===== src/fsip_pkg.sv =====
`timescale 1ns / 1ps
// ----------------------------------------------------------------------------
// fsip_pkg
// Shared types and constants of the firmware segment image parser: result
// record layout, status and class codes, header geometry and memory windows.
// ----------------------------------------------------------------------------
package fsip_pkg;

  // Block header geometry
  localparam int unsigned HDR_BYTES = 16;
  localparam int unsigned HDR_CNT_W = $clog2(HDR_BYTES);

  // Memory windows for segment classification
  localparam logic [31:0] ITCM_BASE = 32'h0000_0000;
  localparam logic [31:0] TCM_SPAN  = 32'h0000_4000;
  localparam logic [31:0] DTCM_BASE = 32'h1000_4000;

  // Register word index of image_length
  localparam logic REG_IMAGE_LENGTH = 1'b0;

  typedef enum logic [1:0] {
    STATUS_OK         = 2'd0,
    STATUS_TRUNCATED  = 2'd1,
    STATUS_BAD_SEG    = 2'd2,
    STATUS_NO_SEGMENT = 2'd3
  } status_t;

  typedef enum logic [1:0] {
    CLASS_INSTR    = 2'd0,
    CLASS_DATA     = 2'd1,
    CLASS_EXTERNAL = 2'd2
  } seg_class_t;

  typedef enum logic {
    KIND_SEGMENT = 1'b0,
    KIND_SUMMARY = 1'b1
  } result_kind_t;

  typedef struct packed {
    result_kind_t kind;
    logic [31:0]  segment_address;
    logic [31:0]  segment_length;
    logic [31:0]  payload_offset;
    logic [1:0]   segment_class;
    logic [3:0]   segment_number;
    logic [1:0]   parse_status;
    logic [4:0]   segments_found;
    logic [31:0]  instr_total;
    logic [31:0]  data_total;
    logic [31:0]  external_total;
  } result_rec_t;

  // True when [addr, addr+size) lies inside [base, base+span)
  function automatic logic fits(input logic [31:0] addr, input logic [31:0] size,
                                input logic [31:0] base, input logic [31:0] span);
    logic [32:0] seg_end;
    logic [32:0] win_end;
    seg_end = {1'b0, addr} + {1'b0, size};
    win_end = {1'b0, base} + {1'b0, span};
    return (addr >= base) && (seg_end <= win_end);
  endfunction

endpackage


===== src/firmware_segment_image_parser_unit.sv =====
`timescale 1ns / 1ps
// ----------------------------------------------------------------------------
// firmware_segment_image_parser_unit
// Byte-stream parser for segmented firmware images with per-segment records
// and an end-of-image summary.
// ----------------------------------------------------------------------------
// The block takes one image byte per clock cycle, sustained, for as long as
// results are drained: each byte is parsed in a single pass of logic from the
// input port into the parse registers and, when it completes a nonempty block
// header that fits or is the last image byte, into a two-entry result queue.
// A byte is a transfer on image_valid/image_ready; a result is a transfer on
// result_valid/result_ready. image_ready drops only when both queue entries
// hold results that have not been taken, so the throughput figure of one byte
// per cycle is set by the output side alone. There is no clearing pass after
// reset. Program image_length (register 0, byte address 0) only while the
// block is idle; it is the total byte count of the image, with zero standing
// for 2^32. Every nonempty block that fits image and table yields a segment
// record at its last header byte; the final byte yields a summary record with
// status, segment count and per-class byte totals, then parsing starts over.
// ----------------------------------------------------------------------------
module firmware_segment_image_parser_unit
  import fsip_pkg::*;
#(
  parameter int unsigned MAX_SEGMENTS = 16
) (
  input  logic        clk,
  input  logic        rst,

  // APB-style configuration port
  input  logic        psel,
  input  logic        penable,
  input  logic        pwrite,
  input  logic [2:0]  paddr,
  input  logic [31:0] pwdata,
  output logic [31:0] prdata,
  output logic        pready,

  // Image byte stream
  input  logic        image_valid,
  output logic        image_ready,
  input  logic [7:0]  image_byte,

  // Result stream
  output logic        result_valid,
  input  logic        result_ready,
  output logic        result_kind,
  output logic [31:0] segment_address,
  output logic [31:0] segment_length,
  output logic [31:0] payload_offset,
  output logic [1:0]  segment_class,
  output logic [3:0]  segment_number,
  output logic [1:0]  parse_status,
  output logic [4:0]  segments_found,
  output logic [31:0] instr_total,
  output logic [31:0] data_total,
  output logic [31:0] external_total
);

  // Segment counter must be able to hold MAX_SEGMENTS itself
  localparam int unsigned TALLY_W = $clog2(MAX_SEGMENTS + 1);
  localparam logic [TALLY_W-1:0] TALLY_MAX = TALLY_W'(MAX_SEGMENTS);

  // --------------------------------------------------------------------------
  // Configuration register
  // --------------------------------------------------------------------------
  logic [31:0] image_length;
  logic        cfg_write;

  assign pready    = 1'b1;
  assign cfg_write = psel && penable && pwrite && pready && (paddr[2] == REG_IMAGE_LENGTH);
  assign prdata    = (paddr[2] == REG_IMAGE_LENGTH) ? image_length : 32'd0;

  always_ff @(posedge clk) begin
    if (rst) begin
      image_length <= 32'd1;
    end else if (cfg_write) begin
      image_length <= pwdata;
    end
  end

  // --------------------------------------------------------------------------
  // Parse state
  // --------------------------------------------------------------------------
  logic [31:0]          byte_position,     byte_position_next;
  logic [HDR_CNT_W-1:0] header_byte_count, header_byte_count_next;
  logic [31:0]          address_assembly,  address_assembly_next;
  logic [31:0]          size_assembly,     size_assembly_next;
  logic [31:0]          payload_remaining, payload_remaining_next;
  logic                 in_payload,        in_payload_next;
  logic [TALLY_W-1:0]   segment_tally,     segment_tally_next;
  logic [31:0]          instr_sum,         instr_sum_next;
  logic [31:0]          data_sum,          data_sum_next;
  logic [31:0]          external_sum,      external_sum_next;
  status_t              error_code,        error_code_next;

  // Result queue: slot0 is the head
  result_rec_t slot0;
  result_rec_t slot1;
  logic [1:0]  count;

  logic        byte_xfer;
  logic        res_xfer;
  logic        has_result;
  result_rec_t rec;

  // Per-byte working values
  logic [31:0]        pos_plus1;
  logic               last_byte;
  logic               header_done;
  logic [31:0]        addr_cur;
  logic [31:0]        size_cur;
  logic [31:0]        bytes_left;
  status_t            final_status;
  logic [TALLY_W+4:0] tally_ext;

  assign image_ready = (count != 2'd2);
  assign byte_xfer   = image_valid && image_ready;
  assign res_xfer    = result_valid && result_ready;

  assign pos_plus1      = byte_position + 32'd1;
  assign last_byte      = (pos_plus1 == image_length);
  assign tally_ext      = {5'd0, segment_tally};

  always_comb begin
    byte_position_next     = byte_position;
    header_byte_count_next = header_byte_count;
    address_assembly_next  = address_assembly;
    size_assembly_next     = size_assembly;
    payload_remaining_next = payload_remaining;
    in_payload_next        = in_payload;
    segment_tally_next     = segment_tally;
    instr_sum_next         = instr_sum;
    data_sum_next          = data_sum;
    external_sum_next      = external_sum;
    error_code_next        = error_code;
    header_done            = 1'b0;
    addr_cur               = address_assembly;
    size_cur               = size_assembly;
    bytes_left             = image_length - pos_plus1;
    final_status           = error_code;
    has_result             = 1'b0;
    rec                    = '0;

    if (error_code == STATUS_OK) begin
      if (in_payload) begin
        // Skip payload bytes; leave the payload on its last byte
        payload_remaining_next = payload_remaining - 32'd1;
        if (payload_remaining == 32'd1) begin
          in_payload_next = 1'b0;
        end
      end else begin
        // Start a fresh header on its first byte
        if (header_byte_count == '0) begin
          addr_cur = '0;
          size_cur = '0;
        end
        for (int i = 0; i < 4; i++) begin
          if (header_byte_count == HDR_CNT_W'(i)) begin
            addr_cur[8*i +: 8] = image_byte;
          end
          if (header_byte_count == HDR_CNT_W'(i + 4)) begin
            size_cur[8*i +: 8] = image_byte;
          end
        end
        address_assembly_next  = addr_cur;
        size_assembly_next     = size_cur;
        header_done            = (header_byte_count == HDR_CNT_W'(HDR_BYTES - 1));
        header_byte_count_next = header_byte_count + HDR_CNT_W'(1);

        if (header_done && (size_cur != 32'd0)) begin
          if ((size_cur > bytes_left) || (segment_tally >= TALLY_MAX)) begin
            error_code_next = STATUS_BAD_SEG;
          end else begin
            rec.kind            = KIND_SEGMENT;
            rec.segment_address = addr_cur;
            rec.segment_length  = size_cur;
            rec.payload_offset  = pos_plus1;
            rec.segment_number  = tally_ext[3:0];
            if (fits(addr_cur, size_cur, ITCM_BASE, TCM_SPAN)) begin
              rec.segment_class = CLASS_INSTR;
              instr_sum_next    = instr_sum + size_cur;
            end else if (fits(addr_cur, size_cur, DTCM_BASE, TCM_SPAN)) begin
              rec.segment_class = CLASS_DATA;
              data_sum_next     = data_sum + size_cur;
            end else begin
              rec.segment_class = CLASS_EXTERNAL;
              external_sum_next = external_sum + size_cur;
            end
            segment_tally_next     = segment_tally + TALLY_W'(1);
            payload_remaining_next = size_cur;
            in_payload_next        = 1'b1;
            has_result             = 1'b1;
          end
        end

        // Image ends inside a header
        if (last_byte && !header_done) begin
          error_code_next = STATUS_TRUNCATED;
        end
      end
    end

    byte_position_next = pos_plus1;

    if (last_byte) begin
      // Summary replaces any segment record of this byte; no segment can be
      // added on the final byte, so the current count is the final one
      final_status = error_code_next;
      if ((final_status == STATUS_OK) && (segment_tally_next == '0)) begin
        final_status = STATUS_NO_SEGMENT;
      end
      rec                = '0;
      rec.kind           = KIND_SUMMARY;
      rec.parse_status   = final_status;
      rec.segments_found = tally_ext[4:0];
      rec.instr_total    = instr_sum_next;
      rec.data_total     = data_sum_next;
      rec.external_total = external_sum_next;
      has_result         = 1'b1;

      // Start over for the next image
      byte_position_next     = '0;
      header_byte_count_next = '0;
      address_assembly_next  = '0;
      size_assembly_next     = '0;
      payload_remaining_next = '0;
      in_payload_next        = 1'b0;
      segment_tally_next     = '0;
      instr_sum_next         = '0;
      data_sum_next          = '0;
      external_sum_next      = '0;
      error_code_next        = STATUS_OK;
    end
  end

  always_ff @(posedge clk) begin
    if (rst) begin
      byte_position     <= '0;
      header_byte_count <= '0;
      address_assembly  <= '0;
      size_assembly     <= '0;
      payload_remaining <= '0;
      in_payload        <= 1'b0;
      segment_tally     <= '0;
      instr_sum         <= '0;
      data_sum          <= '0;
      external_sum      <= '0;
      error_code        <= STATUS_OK;
    end else if (byte_xfer) begin
      byte_position     <= byte_position_next;
      header_byte_count <= header_byte_count_next;
      address_assembly  <= address_assembly_next;
      size_assembly     <= size_assembly_next;
      payload_remaining <= payload_remaining_next;
      in_payload        <= in_payload_next;
      segment_tally     <= segment_tally_next;
      instr_sum         <= instr_sum_next;
      data_sum          <= data_sum_next;
      external_sum      <= external_sum_next;
      error_code        <= error_code_next;
    end
  end

  // --------------------------------------------------------------------------
  // Two-entry result queue
  // --------------------------------------------------------------------------
  logic push;

  assign push = byte_xfer && has_result;

  always_ff @(posedge clk) begin
    if (rst) begin
      count <= 2'd0;
    end else begin
      case ({push, res_xfer})
        2'b10:   count <= count + 2'd1;
        2'b01:   count <= count - 2'd1;
        default: count <= count;
      endcase
    end
  end

  // Payload slots need no reset
  always_ff @(posedge clk) begin
    case ({push, res_xfer})
      2'b10: begin
        if (count == 2'd0) begin
          slot0 <= rec;
        end else begin
          slot1 <= rec;
        end
      end
      2'b01: begin
        slot0 <= slot1;
      end
      2'b11: begin
        if (count == 2'd1) begin
          slot0 <= rec;
        end else begin
          slot0 <= slot1;
          slot1 <= rec;
        end
      end
      default: begin
        slot0 <= slot0;
      end
    endcase
  end

  assign result_valid    = (count != 2'd0);
  assign result_kind     = slot0.kind;
  assign segment_address = slot0.segment_address;
  assign segment_length  = slot0.segment_length;
  assign payload_offset  = slot0.payload_offset;
  assign segment_class   = slot0.segment_class;
  assign segment_number  = slot0.segment_number;
  assign parse_status    = slot0.parse_status;
  assign segments_found  = slot0.segments_found;
  assign instr_total     = slot0.instr_total;
  assign data_total      = slot0.data_total;
  assign external_total  = slot0.external_total;

  // --------------------------------------------------------------------------
  // Assertions
  // --------------------------------------------------------------------------
  a_queue_bound: assert property (@(posedge clk) disable iff (rst)
    count != 2'd3)
    else $error("result queue count out of range");

  a_payload_count: assert property (@(posedge clk) disable iff (rst)
    in_payload |-> (payload_remaining != 32'd0))
    else $error("payload flag set with nothing left to skip");

  a_tally_bound: assert property (@(posedge clk) disable iff (rst)
    segment_tally <= TALLY_MAX)
    else $error("segment count exceeds table size");

  a_restart: assert property (@(posedge clk) disable iff (rst)
    (byte_xfer && last_byte) |=> (byte_position == 32'd0) && (segment_tally == '0)
                                  && (error_code == STATUS_OK))
    else $error("parse state not cleared after summary");

  a_no_drop: assert property (@(posedge clk) disable iff (rst)
    (count == 2'd2 && !res_xfer) |=> (count == 2'd2))
    else $error("result lost from a full queue");

endmodule


===== config.mk =====
export PLATFORM = sky130hd
export DESIGN_NAME = firmware_segment_image_parser_unit
export DESIGN_NICKNAME = d
export VERILOG_FILES = /design/src/fsip_pkg.sv /design/src/firmware_segment_image_parser_unit.sv
export SDC_FILE = /design/constraint.sdc
export NUM_CORES = 2
export LEC_CHECK = 0
export BUFFER_PORTS_ARGS = -buffer_cell sky130_fd_sc_hd__buf_2
export CAP_MARGIN = 0
export CORE_MARGIN = 3
export CORE_UTILIZATION = 48
export DETAILED_ROUTE_END_ITERATION = 8
export PLACE_DENSITY = 0.77
export SETUP_SLACK_MARGIN = 0.4
export SLEW_MARGIN = 20
export SYNTH_ARGS = -nofsm -noshare
export SYNTH_HDL_FRONTEND = slang
export SYNTH_SLANG_ARGS = --single-unit

===== constraint.sdc =====
create_clock -name clk -period 24.1 [get_ports clk]
set_input_delay 1.205 -clock clk [delete_from_list [all_inputs] [get_ports clk]]
set_output_delay 1.205 -clock clk [all_outputs]
set_load 0.01 [all_outputs]

; ---- Word-level counts from Yosys, hierarchy flattened
; Index checks and enable logic that the tools add are counted.
; Widths: inputs -> output; s select.
[op_classes]
mul = 0
muxes = 97
order_cmp = 6
n_reduce_logical = 30
addsub = 11
bitwise_logic = 1
div = 0
n_eq_ne = 20
shifts = 0
[ops]
columns = cell, count
row1 = $mux 32, 35
row2 = $mux 206, 5
row3 = $pmux 206 s3, 1
row4 = $pmux 206 s2, 1
row5 = $mux 102, 4
row6 = $mux 8, 24
row7 = $add 32x32->32, 3
row8 = $add 32x32->33, 1
row9 = $le 33x15->1 const B, 1
row10 = $le 33x29->1 const B, 1
row11 = $add 32x1->32 const B, 1
row12 = $eq 32x1->1 const B, 1
row13 = $eq 32x32->1, 1
row14 = $ge 32x1->1 const B, 1
row15 = $ge 32x29->1 const B, 1
row16 = $gt 32x32->1, 1
row17 = $reduce_bool 32->1, 1
row18 = $sub 32x1->32 const B, 1
row19 = $sub 32x32->32, 1
row20 = $mux 5, 5
row21 = $mux 2, 9
row22 = $eq 4x3->1 const B, 4
row23 = $mux 4, 3
row24 = $logic_and 1x1->1, 11
row25 = other kinds (26), 48
[totals]
elab_cells = 200
inputBits = 50
mem_bits_ro = 0
output_inout_bits = 241
reg_bits = 682
ram_bits = 0
n_memories = 0
latch_bits = 0

; ---- Depth between registers and ports, before layout
[logic_depth]
ltp_word = 18
depth_mapped = 36
ltp_nobuf = 32

; ---- Least setup slack after synthesis
; OpenSTA, ideal clock, no wires.
[synth_path]
path_type = flip-flop to flip-flop
startpoint = register byte_position[0]
endpoint = register slot0 (netlist bit data_total[0]), enable pin
t_arrival_ns = 20.030
stages_incl_launch_ff = 30
setup_ns = 1.058
path_buffers = 2
path_slack_ns = 3.012
synth_period_minus_slack_ns = 21.088
required_ns = 23.042
cell_sequence = dfxtp_1 -> ha_1 -> nand3_1 -> nor2_1 -> nand2_1 -> xor2_1 -> ha_1 -> and3_1 -> o2111ai_1 -> and4_1 -> o41a_1 -> nor4_1 -> o31ai_1 -> a31oi_1 -> a211oi_1 -> nor2_1 -> a221oi_2 -> or4b_1 -> o211a_1 -> ha_1 -> nand4_1 -> nor2_1 -> a211oi_1 -> o211ai_1 -> a311o_1 -> a21oi_1 -> buf_2 -> clkbuf_1 -> o21ai_0 -> o21ai_0
[synth_between]
elab_chain_len = 13
elab_cells_between_ends = 17
cone_classes = add/sub: 2 / order compare: 1 / eq/ne: 5 / mux: 5 / reduce/logical: 4
[synth_rtl]
columns = item, line_no
row1 = "start, declared", firmware_segment_image_parser_unit.sv:84  ; logic [31:0] byte_position, byte_position_next;
row2 = "start signal, assigned", firmware_segment_image_parser_unit.sv:250  ; byte_position <= byte_position_next;
row3 = $add 32x1->32 *, firmware_segment_image_parser_unit.sv:120  ; assign pos_plus1 = byte_position + 32'd1;
row4 = $sub 32x32->32, firmware_segment_image_parser_unit.sv:139  ; bytes_left = image_length - pos_plus1;
row5 = $gt 32x32->1, firmware_segment_image_parser_unit.sv:171  ; if ((size_cur > bytes_left) || (segment_tally >= TALLY_MAX)) begin
row6 = $logic_or 1x1->1, firmware_segment_image_parser_unit.sv:171
row7 = $mux 1, firmware_segment_image_parser_unit.sv:171
row8 = $mux 1, firmware_segment_image_parser_unit.sv:170  ; if (header_done && (size_cur != 32'd0)) begin
row9 = $mux 1, firmware_segment_image_parser_unit.sv:145  ; if (in_payload) begin
row10 = $mux 1, firmware_segment_image_parser_unit.sv:144  ; if (error_code == STATUS_OK) begin
row11 = $mux 1 *, firmware_segment_image_parser_unit.sv:205  ; if (last_byte) begin
row12 = $logic_and 1x1->1 *, firmware_segment_image_parser_unit.sv:269  ; assign push = byte_xfer && has_result;
row13 = $eq 2x2->1 or $eq 2x1->1 (tied branches), firmware_segment_image_parser_unit.sv:285  ; case ({push, res_xfer})
row14 = $ne 2x2->1 (no line) or $reduce_bool 3->1 (tied branches), -
row15 = $reduce_and 2->1 (no line) *, -
row16 = "end signal, assigned", firmware_segment_image_parser_unit.sv:288  ; slot0 <= rec;
row17 = "end signal, assigned", firmware_segment_image_parser_unit.sv:294  ; slot0 <= slot1;
row18 = "end signal, assigned", firmware_segment_image_parser_unit.sv:298  ; slot0 <= rec;
row19 = "end, declared", firmware_segment_image_parser_unit.sv:97  ; result_rec_t slot0;
; Mark *: on every way between the ends. The rest lies on a longest branch, timed or not.
; A chain may end at the register's enable or synchronous reset.

; ---- Worst setup path after layout
[layout_path]
startpoint = register byte_position[0]
endpoint = register slot1[193] (netlist name), enable pin
[layout_between]
elab_chain_len = 13
elab_cells_between_ends = 17
cone_classes = add/sub: 2 / order compare: 1 / eq/ne: 5 / mux: 5 / reduce/logical: 4
[layout_rtl]
columns = item, line_no
row1 = $add 32x1->32 *, firmware_segment_image_parser_unit.sv:120
row2 = $sub 32x32->32, firmware_segment_image_parser_unit.sv:139
row3 = $gt 32x32->1, firmware_segment_image_parser_unit.sv:171
row4 = $logic_or 1x1->1, firmware_segment_image_parser_unit.sv:171
row5 = $mux 1, firmware_segment_image_parser_unit.sv:171
row6 = $mux 1, firmware_segment_image_parser_unit.sv:170
row7 = $mux 1, firmware_segment_image_parser_unit.sv:145
row8 = $mux 1, firmware_segment_image_parser_unit.sv:144
row9 = $mux 1 *, firmware_segment_image_parser_unit.sv:205
row10 = $logic_and 1x1->1 *, firmware_segment_image_parser_unit.sv:269
row11 = $eq 2x2->1, firmware_segment_image_parser_unit.sv:285
row12 = $ne 2x2->1 (no line) or $reduce_bool 2->1 (tied branches), -
row13 = $reduce_and 3->1 (no line) *, -
row14 = "end signal, assigned", firmware_segment_image_parser_unit.sv:290  ; slot1 <= rec;
row15 = "end signal, assigned", firmware_segment_image_parser_unit.sv:301  ; slot1 <= rec;
row16 = "end, declared", firmware_segment_image_parser_unit.sv:98  ; result_rec_t slot1;
; Marks and branches as above.

==> summary.txt <==
Timing
  • Clock tree skew after final layout: 0.02892 ns
  • Slew headroom: 0.2428
  • Share of the clock period used by the worst path: 0.4733
  • Least-Margin Pin Slew: 1.136 ns
  • Minimum clock period: 11.41 ns
  • Worst Hold Margin: 0.4860 ns
  • Maximum clock frequency: 87.66 MHz
  • Unrepaired setup endpoints after global routing: no
  • Setup TNS: 0 ns
  • Setup ws final: 12.69 ns
  • Hold Violations, Final: 0
  • Final number of max-transition violations: 0
  • Setup-violating endpoint count in the final report: 0

Place
  • Placement-stage cell area: 41860 um^2
  • Post-place setup slack: 12.88 ns
  • Count of placed standard cells including taps: 5349
  • Hpwl dp: 81.33 mm
  • Final Wtd Congestion: 0.9309
  • Count of port buffers added during placement: 287

Clocking
  • Clock Tree Buf Depth: 3
  • TritonCTS clock tree: yes
  • Clock Root Buffer: sky130_fd_sc_hd__clkbuf_16
  • Clock transition time at the flip-flop clock pins of the worst setup and hold paths: 0.07 ns
  • CTS-repair resized insts: 0
  • Total clock sinks: 682
  • Depth of the CTS H-tree: 3
  • Buffers inserted during post-CTS setup optimization: 0
  • Later-pin clock latency in the skew report: 0.63 ns
  • Post-cts hold buffer count: 0
  • Inserted Clock Buffers: 76

Cells and area
  • Register containing the most flip-flops in the final layout: slot1
  • Commonest cells after routing, fill and taps aside: 416 x sky130_fd_sc_hd__nor2_1, 412 x sky130_fd_sc_hd__edfxtp_1, 400 x sky130_fd_sc_hd__nand2_1, 293 x sky130_fd_sc_hd__o21ai_0, 288 x sky130_fd_sc_hd__a21oi_1
  • Max reg flops: 206
  • Final core area utilization: 0.5474
  • Leading cell type in the layout, fill and taps excluded: sky130_fd_sc_hd__nor2_1
  • Layout overhead on the synthesized area: 12.12%
  • Count of fill cells added during filler insertion: 7052
  • Share of post-route cells with drive strength above 1: 0.1237
  • Design Area, Final: 44380 um^2
  • Total number of nets in the final design: 4614
  • Non-Filler Instances: 5490
  • Count of antenna diodes in the layout: 0

Synthesis
  • Mapped Avg Cell Area: 9.402 um^2
  • Post-synth EDFFs: 412
  • Synthesized instance count: 4210
  • Dominant cell type by area after synthesis: sky130_fd_sc_hd__edfxtp_1
  • Share of the synthesized area in the top cell type: 0.3126
  • Syn_nets: 4457
  • Area contributors post-synth: sky130_fd_sc_hd__edfxtp_1 31%, sky130_fd_sc_hd__dfxtp_1 14%, sky130_fd_sc_hd__ha_1 6.1%
  • Leading register cell type out of synthesis: sky130_fd_sc_hd__edfxtp_1
  • Fraction of registers with async set or reset after synthesis: 0
  • Count of unique library cells instantiated by Yosys: 85
  • Yosys warning count: 0
  • Mapped Area: 39580 um^2
  • Synthesis-stage register bit count: 682
  • Fraction of the yosys area taken by sequential cells: 0.4491

GRT
  • Overall overflow remaining after global route: 0
  • First-pass GRT wire length: 185.9 mm
  • Number of global-route vias before repair: 31857
  • Largest net degree at the start of global routing: 179
  • Total Routing Usage GR: 0.2738
  • Initial antenna violation count: 1

Routing
  • Vias per inst: 6.240
  • Post-route DRC: 0
  • Routed wire per std cell: 22.29 um
  • Initial detailed-routing violation count: 3960
  • Total via count after detailed routing: 34259
  • Total iterations of the first detailed-routing run: 8
  • Antenna-violating nets left: 0
  • Total wire length after detailed routing: 122.4 mm

Floorplan
  • Core area: 81070 um^2
  • Initial Utilization: 0.4883
  • Cell Rows: 104
  • I/O pin cnt: 291
  • Die W: 293.2 um
  • Total die area: 85940 um^2
  • Height of the die: 293.2 um

Pwr
  • Pwr per Cell Area: 81.97 nW/um^2
  • Maximum vdd ir drop: 84.50 uV
  • Overall power of the completed layout: 3.638 mW
  • Leakage power of the design: 18.02 nW

Critical path
  • Worst setup path category: reg -> reg
  • R2R Path Start: byte_position[0]$_SDFFE_PP0P_
  • R2R Setup Slk: 12.69 ns
  • Required time at the endpoint of the critical path: 24.34 ns
  • Depth of the worst register-to-register path: 33
  • Startpoint types: flip-flop
  • Peak fanout along the critical path: 75
  • Arrival time at the worst endpoint: 11.65 ns
  • Critical path's slowest cell: sky130_fd_sc_hd__buf_4
  • Category of the worst setup path capture point: flip-flop
  • Reg-to-Reg End: slot1[193]$_DFFE_PP_
  • Highest cell delay on the worst timing path: 0.89 ns

Worst hold path
  • Hold Path End: payload_remaining[7]$_SDFFE_PP0P_
  • Path type of the worst min-delay path: reg -> reg
  • Number of cells on the worst hold path: 2
  • Startpoint of the most critical hold path: payload_remaining[7]$_SDFFE_PP0P_

Flow run
  • Number of maximum-capacitance violations: 0

Run status
  • Run status: finished, final reports clean
[synth_stat cells, types with 30 or more instances]
cell	instances
sky130_fd_sc_hd__nor3_1	60
sky130_fd_sc_hd__nand2_1	402
sky130_fd_sc_hd__a22oi_1	99
sky130_fd_sc_hd__clkbuf_1	221
sky130_fd_sc_hd__and3_1	240
sky130_fd_sc_hd__buf_2	32
sky130_fd_sc_hd__o211ai_1	30
sky130_fd_sc_hd__a221o_1	36
sky130_fd_sc_hd__mux2i_1	101
sky130_fd_sc_hd__inv_1	100
sky130_fd_sc_hd__nand3_1	87
sky130_fd_sc_hd__ha_1	192
sky130_fd_sc_hd__a21oi_1	290
sky130_fd_sc_hd__a21o_1	84
sky130_fd_sc_hd__dfxtp_1	270
sky130_fd_sc_hd__xor2_1	95
sky130_fd_sc_hd__nor2_1	421
sky130_fd_sc_hd__nand4_1	33
sky130_fd_sc_hd__edfxtp_1	412
sky130_fd_sc_hd__o21ai_0	294
sky130_fd_sc_hd__xnor2_1	129
sky130_fd_sc_hd__a22o_1	147
sky130_fd_sc_hd__nor2b_1	57
[layout make-up]
cell class / instances / area (um^2) / share of cell area
sequential: 682 / 17780 / 0.4006
timing repair buffer: 356 / 1969 / 0.04438
clock buffer: 99 / 2197 / 0.04951
clock inverter: 42 / 319.1 / 0.007189
inverter: 102 / 385.4 / 0.008683
multi-input combinational: 3149 / 20410 / 0.4598
tap: 1060 / 1326 / 0.02988
[critical path: cells and delay by family, from the launching register on]
family / cells / cell delay [ns]
AOI/OAI and AO/OA: 14 / 4.09
xor gates and xnor gates: 1 / 0.26
adders and majority gates: 4 / 1.80
buffers and inverters: 4 / 2.37
DFF: 1 / 0.47
and+or+nand+nor: 10 / 1.85
[logic make-up (layout without fill, tap and decap cells)]
group | after synthesis | in the layout | synth area share
AOI/OAI and AO/OA | 1166 | 1166 | 0.1942
and+or+nand+nor | 1441 | 1441 | 0.1740
buffers and inverters | 379 | 599 | 0.03838
DFF | 682 | 682 | 0.4491
other | 1 | 1 | 0.00009474
muxes | 112 | 112 | 0.02867
adders and majority gates | 203 | 203 | 0.06474
xor gates and xnor gates | 226 | 226 | 0.05070
[metal layers]
metal	up-vias	GRT usage	share of wire
met5	-	0	0
met4	0	0.1255	0.048
met3	310	0.04815	0.091
met2	1629	0.4293	0.45
met1	16512	0.3712	0.41
li1	15808	-	-
[how the worst max path moves through the flow]
stage	startpoint	endpoint	slack [ns]	cells after the start
finish	byte_position[0]$_SDFFE_PP0P_	slot1[193]$_DFFE_PP_	12.69	33
global route	byte_position[0]$_SDFFE_PP0P_	slot1[193]$_DFFE_PP_	12.01	33
CTS	byte_position[0]$_SDFFE_PP0P_	slot1[193]$_DFFE_PP_	12.83	33
detailed placement	byte_position[0]$_SDFFE_PP0P_	slot1[179]$_DFFE_PP_	12.88	33
global placement	byte_position[0]$_SDFFE_PP0P_	slot1[193]$_DFFE_PP_	13.04	31
floorplan	byte_position[0]$_SDFFE_PP0P_	data_total[0]$_DFFE_PP_	3.01	29
[power by group]
part	total (mW)	switching, mW	internal (mW)
Combinational	0.890	0.636	0.254
Clock	1.17	0.498	0.670
Sequential	1.58	0.0849	1.49
Total	3.64	1.22	2.42
No activity file was read; power rests on OpenSTA's default activity.
